==> src/rtl/core/assert_macros.svh <==
// Assertion macros shared by the ring store RTL.
// Needs nothing; NO_ASSERTIONS turns every macro into an empty line.
`ifndef ASSERT_MACROS_SVH
`define ASSERT_MACROS_SVH
`ifndef NO_ASSERTIONS
`define TBRS_ASSERT(lbl, clk, rst_n, prop, msg) \
	lbl: assert property (@(posedge clk) disable iff (!rst_n) prop) else $error(msg);
`define TBRS_NEVER(lbl, clk, rst_n, expr, msg) \
	lbl: assert property (@(posedge clk) disable iff (!rst_n) !(expr)) else $error(msg);
`else
`define TBRS_ASSERT(lbl, clk, rst_n, prop, msg)
`define TBRS_NEVER(lbl, clk, rst_n, expr, msg)
`endif
`endif

==> src/rtl/core/tbrs_pkg.sv <==
// Shared types and constants of the time-bucketed ring store.
// Used by the controller, datapath, divider and top level.
package tbrs_pkg;

	localparam int ROWS_DEF = 1024;
	localparam int TIME_W   = 64;
	localparam int VAL_W    = 32;
	localparam int OP_W     = 2;

	localparam logic [OP_W-1:0] OP_ADD = 2'd0;
	localparam logic [OP_W-1:0] OP_SET = 2'd1;
	localparam logic [OP_W-1:0] OP_GET = 2'd2;

	localparam logic signed [VAL_W-1:0] INT_MAX = 32'sh7FFF_FFFF;
	localparam logic signed [VAL_W-1:0] INT_MIN = 32'sh8000_0000;

	typedef enum logic [3:0] {
		ST_INIT,
		ST_IDLE,
		ST_DIV,
		ST_EVAL,
		ST_ROUTE,
		ST_SWEEP,
		ST_READ,
		ST_MODIFY,
		ST_MUL,
		ST_LOAD
	} ctrl_state_t;

	typedef struct packed {
		logic accept;
		logic div_step;
		logic eval;
		logic sweep_step;
		logic read;
		logic modify;
		logic mul_step;
		logic load;
	} tbrs_cmd_t;

	typedef struct packed {
		logic div_last;
		logic err;
		logic adv;
		logic sweep_last;
		logic mul_last;
		logic out_free;
	} tbrs_sts_t;

endpackage

==> src/rtl/core/tbrs_ctrl.sv <==
// Controller state machine of the ring store: sequences reset clear, divide,
// window check, clear sweep, bucket update, multiply, load. Depends on tbrs_pkg.
module tbrs_ctrl (
	input  logic                 clk,
	input  logic                 arst_n,
	input  logic                 in_valid,
	output logic                 in_ready,
	input  tbrs_pkg::tbrs_sts_t  sts,
	output tbrs_pkg::tbrs_cmd_t  cmd
);
	import tbrs_pkg::*;

	ctrl_state_t state_q;
	ctrl_state_t state_d;

	always_ff @(posedge clk or negedge arst_n) begin
		if (!arst_n) begin
			state_q <= ST_INIT;
		end else begin
			state_q <= state_d;
		end
	end

	always_comb begin
		state_d = state_q;
		unique case (state_q)
			ST_INIT:   if (sts.sweep_last) state_d = ST_IDLE;
			ST_IDLE:   if (in_valid) state_d = ST_DIV;
			ST_DIV:    if (sts.div_last) state_d = ST_EVAL;
			ST_EVAL:   state_d = ST_ROUTE;
			ST_ROUTE: begin
				priority if (sts.adv) begin
					state_d = ST_SWEEP;
				end else if (sts.err) begin
					state_d = ST_MUL;
				end else begin
					state_d = ST_READ;
				end
			end
			ST_SWEEP:  if (sts.sweep_last) state_d = ST_READ;
			ST_READ:   state_d = ST_MODIFY;
			ST_MODIFY: state_d = ST_MUL;
			ST_MUL:    if (sts.mul_last) state_d = ST_LOAD;
			ST_LOAD:   if (sts.out_free) state_d = ST_IDLE;
		endcase
	end

	always_comb begin
		cmd      = '0;
		in_ready = 1'b0;
		unique case (state_q)
			ST_INIT:   cmd.sweep_step = 1'b1;
			ST_IDLE: begin
				in_ready   = 1'b1;
				cmd.accept = in_valid;
			end
			ST_DIV:    cmd.div_step = 1'b1;
			ST_EVAL:   cmd.eval = 1'b1;
			ST_ROUTE:  cmd = '0;
			ST_SWEEP:  cmd.sweep_step = 1'b1;
			ST_READ:   cmd.read = 1'b1;
			ST_MODIFY: cmd.modify = 1'b1;
			ST_MUL:    cmd.mul_step = 1'b1;
			ST_LOAD:   cmd.load = sts.out_free;
		endcase
	end

endmodule

==> config.mk <==
export PLATFORM = sky130hd
export DESIGN_NAME = tbrs_ctrl
export DESIGN_NICKNAME = d
export VERILOG_FILES = /design/src/rtl/core/assert_macros.svh /design/src/rtl/core/tbrs_pkg.sv /design/src/rtl/core/tbrs_ctrl.sv
export SDC_FILE = /design/constraint.sdc
export NUM_CORES = 1
export LEC_CHECK = 0
export ABC_AREA = 1
export BUFFER_PORTS_ARGS = -buffer_cell sky130_fd_sc_hd__buf_4
export CAP_MARGIN = 25
export CORE_ASPECT_RATIO = 0.9
export CORE_UTILIZATION = 30
export DETAILED_ROUTE_END_ITERATION = 8
export SYNTH_ARGS = -nofsm -noshare
export SYNTH_HDL_FRONTEND = slang
export SYNTH_SLANG_ARGS = --single-unit
==> constraint.sdc <==
create_clock -name clk -period 1.7 [get_ports clk]
set_clock_uncertainty 0.2 [all_clocks]
set_input_delay 0.34 -clock clk [delete_from_list [all_inputs] [get_ports clk]]
set_output_delay 0.34 -clock clk [all_outputs]
set_load 0.01 [all_outputs]
==> results of run 1 <==
## worst max-delay path, cell delays in order (launching register included)
cell	delay (ns)
dfrtp_2	0.40
inv_1	0.09
nor2_1	0.16
nand2_1	0.11
nand2_1	0.10
buf_4	0.12
## power groups by stage
stage	logic [mW]	registers (mW)	clock network, mW
after floorplan	0.460	0.184	0
after global placement	0.695	0.191	0
after detailed placement	0.689	0.193	0
after CTS	0.773	0.212	0.127
after global routing	0.939	0.216	0.136
final	0.840	0.212	0.123
## cell families (layout without fill, tap and decap cells)
logic type | count (synthesis) | in the layout | synth area share (%)
buf+inv | 15 | 45 | 12.5
simple gates | 62 | 62 | 65.3
flops | 4 | 4 | 22.2
## layout by cell type (no fill, tap or decap), drive strengths merged
cell type / netlist / final
inv: 15 / 15
dfrtp: 4 / 4
nand2: 27 / 27
clkbuf: 0 / 3
nand3: 13 / 13
dlygate4sd3: 0 / 1
nor3: 2 / 2
nor2: 20 / 20
buf: 0 / 26
## stage by stage
step,cell area (um2),hold WS (ns),utilization [%]
4_1_cts,703,0.204,53.8
2_1_floorplan,450,-0.156,-
5_1_grt,739,0.224,56.6
3_5_place_dp,618,-0.0618,47.3
6_report,739,0.206,56.6
3_3_place_gp,618,-0.0618,47.3
## metal layers
layer	up-vias	wire, um	part of all wire, %
met5	-	0	0
met2	21	616	48
met4	0	19	1.5
met1	254	583	45
met3	4	76	5.9
li1	305	-	-
## cell usage after synthesis (all sizes together)
cell	n	area share (%)
nand2	27	24
nor2	20	22
inv	15	12
nand3	13	17
dfrtp	4	22
nor3	2	2.2
## worst max-delay path by stage
stage                from     end  slack [ns]
6_report       state_q[2]  cmd[4]       -0.05
5_1_grt        state_q[2]  cmd[4]       -0.10
4_1_cts        state_q[0]  cmd[4]       -0.05
3_5_place_dp   state_q[3]  cmd[7]        0.09
3_3_place_gp   state_q[3]  cmd[7]        0.14
2_1_floorplan  state_q[3]  cmd[7]        0.14
## layout make-up
| cell class | count | share of cell area (%) |
|---|---|---|
| Sequential cell | 4 | 14.2 |
| Tap cell | 14 | 2.37 |
| Clock buffer | 3 | 3.05 |
| Inverter | 15 | 7.61 |
| Timing Repair Buffer | 27 | 28.3 |
| Multi-Input combinational cell | 62 | 44.5 |
## timing repair
action,CTS,global route
endpoints found under the setup margin,9,9
pin swaps,2,2
hold buffers,1,0
hold endpoints to repair,4,0
buffers inserted,3,3
resized for setup,11,5
==> reports/metrics.yaml, run 1 <==
clkTransAtPathRegs_ns: 0.04
worst-r2r-cell-count: 9
numCtsBuffers: 3
max_slew_margin_pct: 86.1
place_ws_ns: 0.0860
initial_core_util_pct: 34.5
wire_per_inst_um: 10.4
min_period_over_period_pct: 103
hold_viol_final: 0
nets: 122
largest_register: "state_q"
pin_count: 18
avgViaCountPerCell: 4.67
grt_pass1_wl_um: 2010
firstDrtPassIters: 4
grt_pass1_vias: 473
cts.sinks: 4
largestRegisters: "state_q: 4 flops"
grt_use_met1_pct: 21.9
synth_cell_types: 11
syn2layout_area_growth_pct: 64.2
ant_nets: 0
drt_iter0_drc: 22
clockRootBuffer: "clkbuf_4"
max_freq_mhz: 573
synth_area_um2: 450
rsz0062_at_grt: "true"
numPortBuffers: 17
outcome: "finished, violations left"
r2r-start: "state_q[3]"
htreeDepth: 1
grt_use_met3_pct: 5.61
use_met2_pct: 27.3
routed_wl_um: 1300
rrSetupSlack_ns: 0.20
period_needed_ns: 1.75
avgSynthCellArea_um2: 5.56
setup_viol: 6
cp.arrival_ns: 1.21
dp_cells: 115
die_h_um: 38.8
clockPowerShare_pct: 10.5
drc_errors: 0
final_cell_count_no_fill: 125
hold_end: "state_q[1]"
n_fill_cell: 119
vias: 584
core_um2: 1310
power_per_cell_area_nw_per_um2: 1590
slew_violations: 0
p_seq_share_pct: 18.0
drive_above_1_share_pct: 49.5
tightest_slew_ns: 0.207
largest_reg_flops: 4
ir_drop_v: 0.000747
gp_congestion: 0.850
path_max_fanout: 4
synth_fp_nets: 90
setup_tns_ns: -0.119
hold_depth: 4
die-area_um2: 1660
violations: "setup timing"
grt_max_degree: 8
p_int_mw: 0.603
p_leak_nw: 0.417
cts_max_path_buffers: 2
p_sw_share_pct: 48.7
end_kind: "primary output"
min-delay-start: "sts[5]"
multiInputGateArea_um2: 329
path_class: "reg2out"
synth_warnings: 0
start_kind: "register"
worst_slack_ns: -0.0453
diodes: 0
cts_tree: "built"
p_total_mw: 1.17
regArea_um2: 105
gr-max-usage-layer: "met2"
antenna_found_initial: 0
r2r_end: "state_q[3]"
pwr-share-comb_pct: 71.5
crit_required_ns: 1.16
insertion_delay_ns: 0.25
maxCapViolCount: 0
worst_hold_path_type: "in2reg"
seq_area_frac_synth_pct: 22.2
grt_overflow: 0
synth_seq_cells: 4
rows: 12
grt_usage_pct: 17.0
die_w_um: 42.8
syn_inst: 81
p_sw_mw: 0.572
hpwl_um: 943
No activity file was read; power rests on OpenSTA's default activity.
==> inputs of run 2 (changes only) <==
- PLACE_DENSITY: unset -> 0.54
==> reports/metrics.yaml, run 2 (same netlist as run 1, synthesis figures left out) <==
p_leak_nw: 0.428  # +2.6%
period_needed_ns: 1.74  # -0.00826 ns
syn2layout_area_growth_pct: 72.2
tightest_slew_ns: 0.176  # -0.0310 ns
path_class: "reg2out"
grt_use_met3_pct: 5.61  # unchanged
htreeDepth: 1  # unchanged
grt_usage_pct: 18.7  # +1.7 points
use_met2_pct: 31.1  # +3.8 points
pwr-share-comb_pct: 73.8  # +2.3 points
grt_max_degree: 6  # -2
firstDrtPassIters: 4  # unchanged
worst-r2r-cell-count: 9  # unchanged
final_cell_mix: "24 x buf_4, 18 x nand2_1, 11 x nand3_1"
initial_core_util_pct: 34.5  # unchanged
final_common_cell: "buf_4"
p_sw_share_pct: 47.8  # -0.88 points
final_cell_count_no_fill: 126  # +0.80%
drc_errors: 0  # unchanged
setup_viol: 5  # -1
cp.arrival_ns: 1.20  # about the same
startpoint: "state_q[1]"
ant_nets: 0  # unchanged
routed_wl_um: 1340  # +3.7%
largest_reg_flops: 4  # unchanged
clockPowerShare_pct: 9.5  # -1.0 points
cts.sinks: 4  # unchanged
power_per_cell_area_nw_per_um2: 1610  # +1.5%
rsz0062_at_grt: "true"
worst_slack_ns: -0.0371  # +0.00826 ns
hpwl_um: 1070  # +13%
r2r-start: "state_q[0]"
setup_tns_ns: -0.0841  # +0.0347 ns
rows: 12  # unchanged
die_w_um: 42.8  # unchanged
gr-max-usage-layer: "met2"
nets: 123  # +0.82%
gp_congestion: 0.805  # -5.4%
clockRootBuffer: "clkbuf_4"
largest_register: "state_q"
maxCapViolCount: 0  # unchanged
violations: "setup timing"
worst_hold_path_type: "in2reg"
insertion_delay_ns: 0.24  # about the same
hold_viol_final: 0  # unchanged
p_sw_mw: 0.598  # +4.6%
max_freq_mhz: 576  # +0.48%
cts_max_path_buffers: 2  # unchanged
grt_overflow: 0  # unchanged
p_seq_share_pct: 16.6  # -1.4 points
crit_required_ns: 1.16  # about the same
rrSetupSlack_ns: 0.20  # about the same
grt_pass1_wl_um: 2200  # +9.7%
fin_area_um2: 776  # +4.9%
ir_drop_v: 0.000688  # -7.9%
outcome: "finished, violations left"
drt_iter0_drc: 10  # -55%
antenna_found_initial: 0  # unchanged
placed_area_um2: 618  # unchanged
clkTransAtPathRegs_ns: 0.04  # about the same
dp_cells: 115  # unchanged
r2r_end: "state_q[1]"
drive_above_1_share_pct: 57.1  # +7.6 points
cp-endpoint: "cmd[7]"
pin_count: 18  # unchanged
wire_per_inst_um: 10.7  # +2.9%
n_fill_cell: 145  # +22%
grt_pass1_vias: 509  # +7.6%
numCtsBuffers: 3  # unchanged
core_um2: 1310  # unchanged
place_ws_ns: 0.124  # +0.0383 ns
fin_util_pct: 59.4  # +2.8 points
avgViaCountPerCell: 4.71  # +0.74%
min_period_over_period_pct: 102  # -0.49 points
slew_violations: 0  # unchanged
holdWs_ns: 0.204  # -0.00204 ns
numPortBuffers: 17  # unchanged
p_int_mw: 0.654  # +8.3%
die_h_um: 38.8  # unchanged
end_kind: "primary output"
grt_use_met1_pct: 23.9  # +2.0 points
diodes: 0  # unchanged
start_kind: "register"
cts_tree: "built"
die-area_um2: 1660  # unchanged
path_max_fanout: 4  # unchanged
max_slew_margin_pct: 88.2  # +2.1 points
vias: 593  # +1.5%
p_total_mw: 1.25  # +6.5%
largestRegisters: "state_q: 4 flops"
-- run 2: changes by cell type in the layout (fill, tap and decap cells not counted) --
cell and delta:
buf_4 -1, buf_12 +1, buf_6 +1, nor2_2 +2, nand2_1 -6, nor2_4 -1
nor2_1 -1, inv_2 +1, inv_1 -1, nand2_2 +6
-- run 2: timing repair --
item                       4_1_cts  5_1_grt
hold buffers                     1        0
setup buffers                    4        3
pin swaps                        6        5
resized for setup               12       12
hold endpoints to repair         4        0
setup endpoints to repair        9        9
gates cloned                     0        0
-- run 2: critical path, cell delays in order, from the launching register on --
cell and delay (ns):
dfrtp_2 0.45, nor2_4 0.19, inv_2 0.08, nor3_2 0.10
buf_4 0.14
-- run 2: how the worst min path moves through the flow --
stage / startpoint / to / slack (ns) / depth (start not counted)
after floorplan: arst_n / state_q[0] / -0.16 / 0
after global placement: arst_n / state_q[0] / -0.06 / 1
after detailed placement: arst_n / state_q[0] / -0.06 / 1
after CTS: sts[5] / state_q[1] / 0.20 / 4
after global routing: sts[5] / state_q[1] / 0.21 / 4
final: sts[5] / state_q[1] / 0.20 / 4
-- run 2: layer usage --
layer	wire (um)	part of all wire (%)
met1	663	49
met2	605	45
met3	62	4.6
met4	11	0.82
met5	0	0
-- run 2: area by class of cell --
class                           count  area, um2  share of cell area (%)
Multi-Input combinational cell     62        342                    44.0
Timing Repair Buffer               28        233                    30.0
Sequential cell                     4        105                    13.5
Inverter                           15       56.3                    7.26
Clock buffer                        3       22.5                    2.90
Tap cell                           14       17.5                    2.26
-- run 2: power groups by stage --
stage	Clock [mW]	Sequential [mW]	Combinational, mW
2_1_floorplan	0	0.184	0.460
3_3_place_gp	0	0.192	0.697
3_5_place_dp	0	0.194	0.701
4_1_cts	0.124	0.208	0.835
5_1_grt	0.136	0.215	1.02
6_report	0.119	0.208	0.924
==> inputs of run 3 (changes only) <==
- CORE_ASPECT_RATIO: 0.9 -> unset
==> reports/metrics.yaml, run 3 (same netlist as run 1, synthesis figures left out) <==
cts_max_path_buffers: 2  # unchanged
tightest_slew_ns: 0.173  # -0.00371 ns
antenna_found_initial: 0  # unchanged
largest_reg_flops: 4  # unchanged
crit_chain: "inv_2, nor2_4, inv_2, nor3_2, buf_4"
grt_max_degree: 6  # unchanged
period_needed_ns: 1.79  # +0.0484 ns
holdWs_ns: 0.207  # +0.00280 ns
crit_required_ns: 1.16  # about the same
grt_pass1_wl_um: 2120  # -3.8%
min_period_over_period_pct: 105  # +2.8 points
die-area_um2: 1660  # about the same
start_kind: "register"
drt_iter0_drc: 13  # +3
outcome: "finished, violations left"
ir_drop_v: 0.000616  # -10%
die_h_um: 40.8  # +5.1%
slowest_stage: "dfrtp_2"
maxCapViolCount: 0  # unchanged
min-delay-start: "sts[5]"
cp.arrival_ns: 1.25  # +0.05 ns
clockRootBuffer: "clkbuf_4"
htreeDepth: 1  # unchanged
end_kind: "primary output"
wire_per_inst_um: 10.2  # -4.4%
clkTransAtPathRegs_ns: 0.03  # about the same
setup_viol: 3  # -2
p_total_mw: 1.25  # -0.28%
drive_above_1_share_pct: 57.0  # -0.13 points
rows: 13  # +1
avgViaCountPerCell: 4.65  # -1.2%
final_cell_mix: "28 x buf_4, 20 x nand2_1, 11 x nand3_1"
cp_slowest_stage_delay_ns: 0.42  # -0.03 ns
critical_path.most_common_cell: "inv_2"
syn2layout_area_growth_pct: 71.1
place_ws_ns: 0.133  # +0.00840 ns
worst_slack_ns: -0.0854  # -0.0484 ns
slew_violations: 0  # unchanged
insertion_delay_ns: 0.23  # about the same
cts.sinks: 4  # unchanged
core_um2: 1350  # +3.4%
largest_register: "state_q"
max_freq_mhz: 560  # -2.7%
grt_pass1_vias: 539  # +5.9%
p_leak_nw: 0.430  # +0.52%
worst-r2r-cell-count: 8  # -1
dp_cells: 116  # +0.87%
r2r_end: "state_q[3]"
ant_nets: 0  # unchanged
largestRegisters: "state_q: 4 flops"
routed_wl_um: 1310  # -2.2%
violations: "setup timing"
final_cell_count_no_fill: 129  # +2.4%
rsz0062_at_grt: "true"
cts_tree: "built"
max_slew_margin_pct: 88.4  # +0.25 points
startpoint: "state_q[0]"
hpwl_um: 1020  # -4.3%
numCtsBuffers: 3  # unchanged
diodes: 0  # unchanged
worst_hold_path_type: "in2reg"
n_fill_cell: 146  # +0.69%
pin_count: 18  # unchanged
path_max_fanout: 5  # +1
hold_viol_final: 0  # unchanged
nets: 125  # +1.6%
numPortBuffers: 17  # unchanged
firstDrtPassIters: 4  # unchanged
gp_congestion: 0.792  # -1.6%
drc_errors: 0  # unchanged
r2r-start: "state_q[0]"
power_per_cell_area_nw_per_um2: 1620  # +0.37%
die_w_um: 40.8  # -4.9%
rrSetupSlack_ns: 0.22  # +0.02 ns
grt_usage_pct: 19.4  # +0.63 points
cp-endpoint: "cmd[0]"
grt_overflow: 0  # unchanged
initial_core_util_pct: 33.4  # -1.1 points
path_class: "reg2out"
vias: 600  # +1.2%
final_common_cell: "buf_4"
run 3: cell types whose count changed in the layout (fill, tap and decap cells not counted), sizes merged:
| cell | before | now |
|---|---|---|
| buf | 27 | 29 |
run 3: how the worst min path moves through the flow:
stage / endpoint / depth (start not counted)
after floorplan: state_q[0] / 0
after global placement: state_q[0] / 1
after detailed placement: state_q[0] / 1
after CTS: state_q[1] / 4
after global routing: state_q[1] / 4
final: state_q[1] / 4
run 3: layer usage:
metal  track usage, %  vias up  share of wire (%)
met3             7.07        4                6.6
li1                 -      315                  -
met4             4.17        0                1.8
met5                0        -                  0
met1             24.0      257                 45
met2             31.7       24                 46
run 3: what timing repair did:
action / CTS / global route
buffers inserted: 3 / 6
pin swaps: 3 / 5
hold buffers: 1 / 0
endpoints found under the hold margin: 4 / 0
gates resized for setup: 13 / 9
setup endpoints to repair: 9 / 9
run 3: cell type report:
type                    count  area (um2)  share of cell area [%]
clock buffers               3        22.5                    2.92
inverters                  15        56.3                    7.31
multi-input cells          62         337                    43.7
flip-flops and latches      4         105                    13.6
well taps                  15        18.8                    2.44
repair buffers             30         231                    30.0
run 3: report_power, final:
group	switching [mW]	internal [mW]	total, mW	leakage (nW)
Combinational	0.481	0.439	0.921	0.370
Clock	0.0329	0.0785	0.111	0.0138
Sequential	0.0743	0.141	0.216	0.0461
run 3: per-stage QoR:
step	TNS [ns]	cell area [um2]	utilization (%)
2_1_floorplan	0	450	-
3_3_place_gp	0	619	45.9
3_5_place_dp	0	619	45.9
4_1_cts	-0.180	711	52.6
5_1_grt	-0.473	771	57.1
6_report	-0.144	771	57.1
run 3: critical path, delay by kind of cell, from the launching register on:
| family | cells | cell delay (ns) |
|---|---|---|
| flip-flops | 1 | 0.42 |
| buffers and inverters | 3 | 0.30 |
| AND/OR/NAND/NOR | 2 | 0.30 |
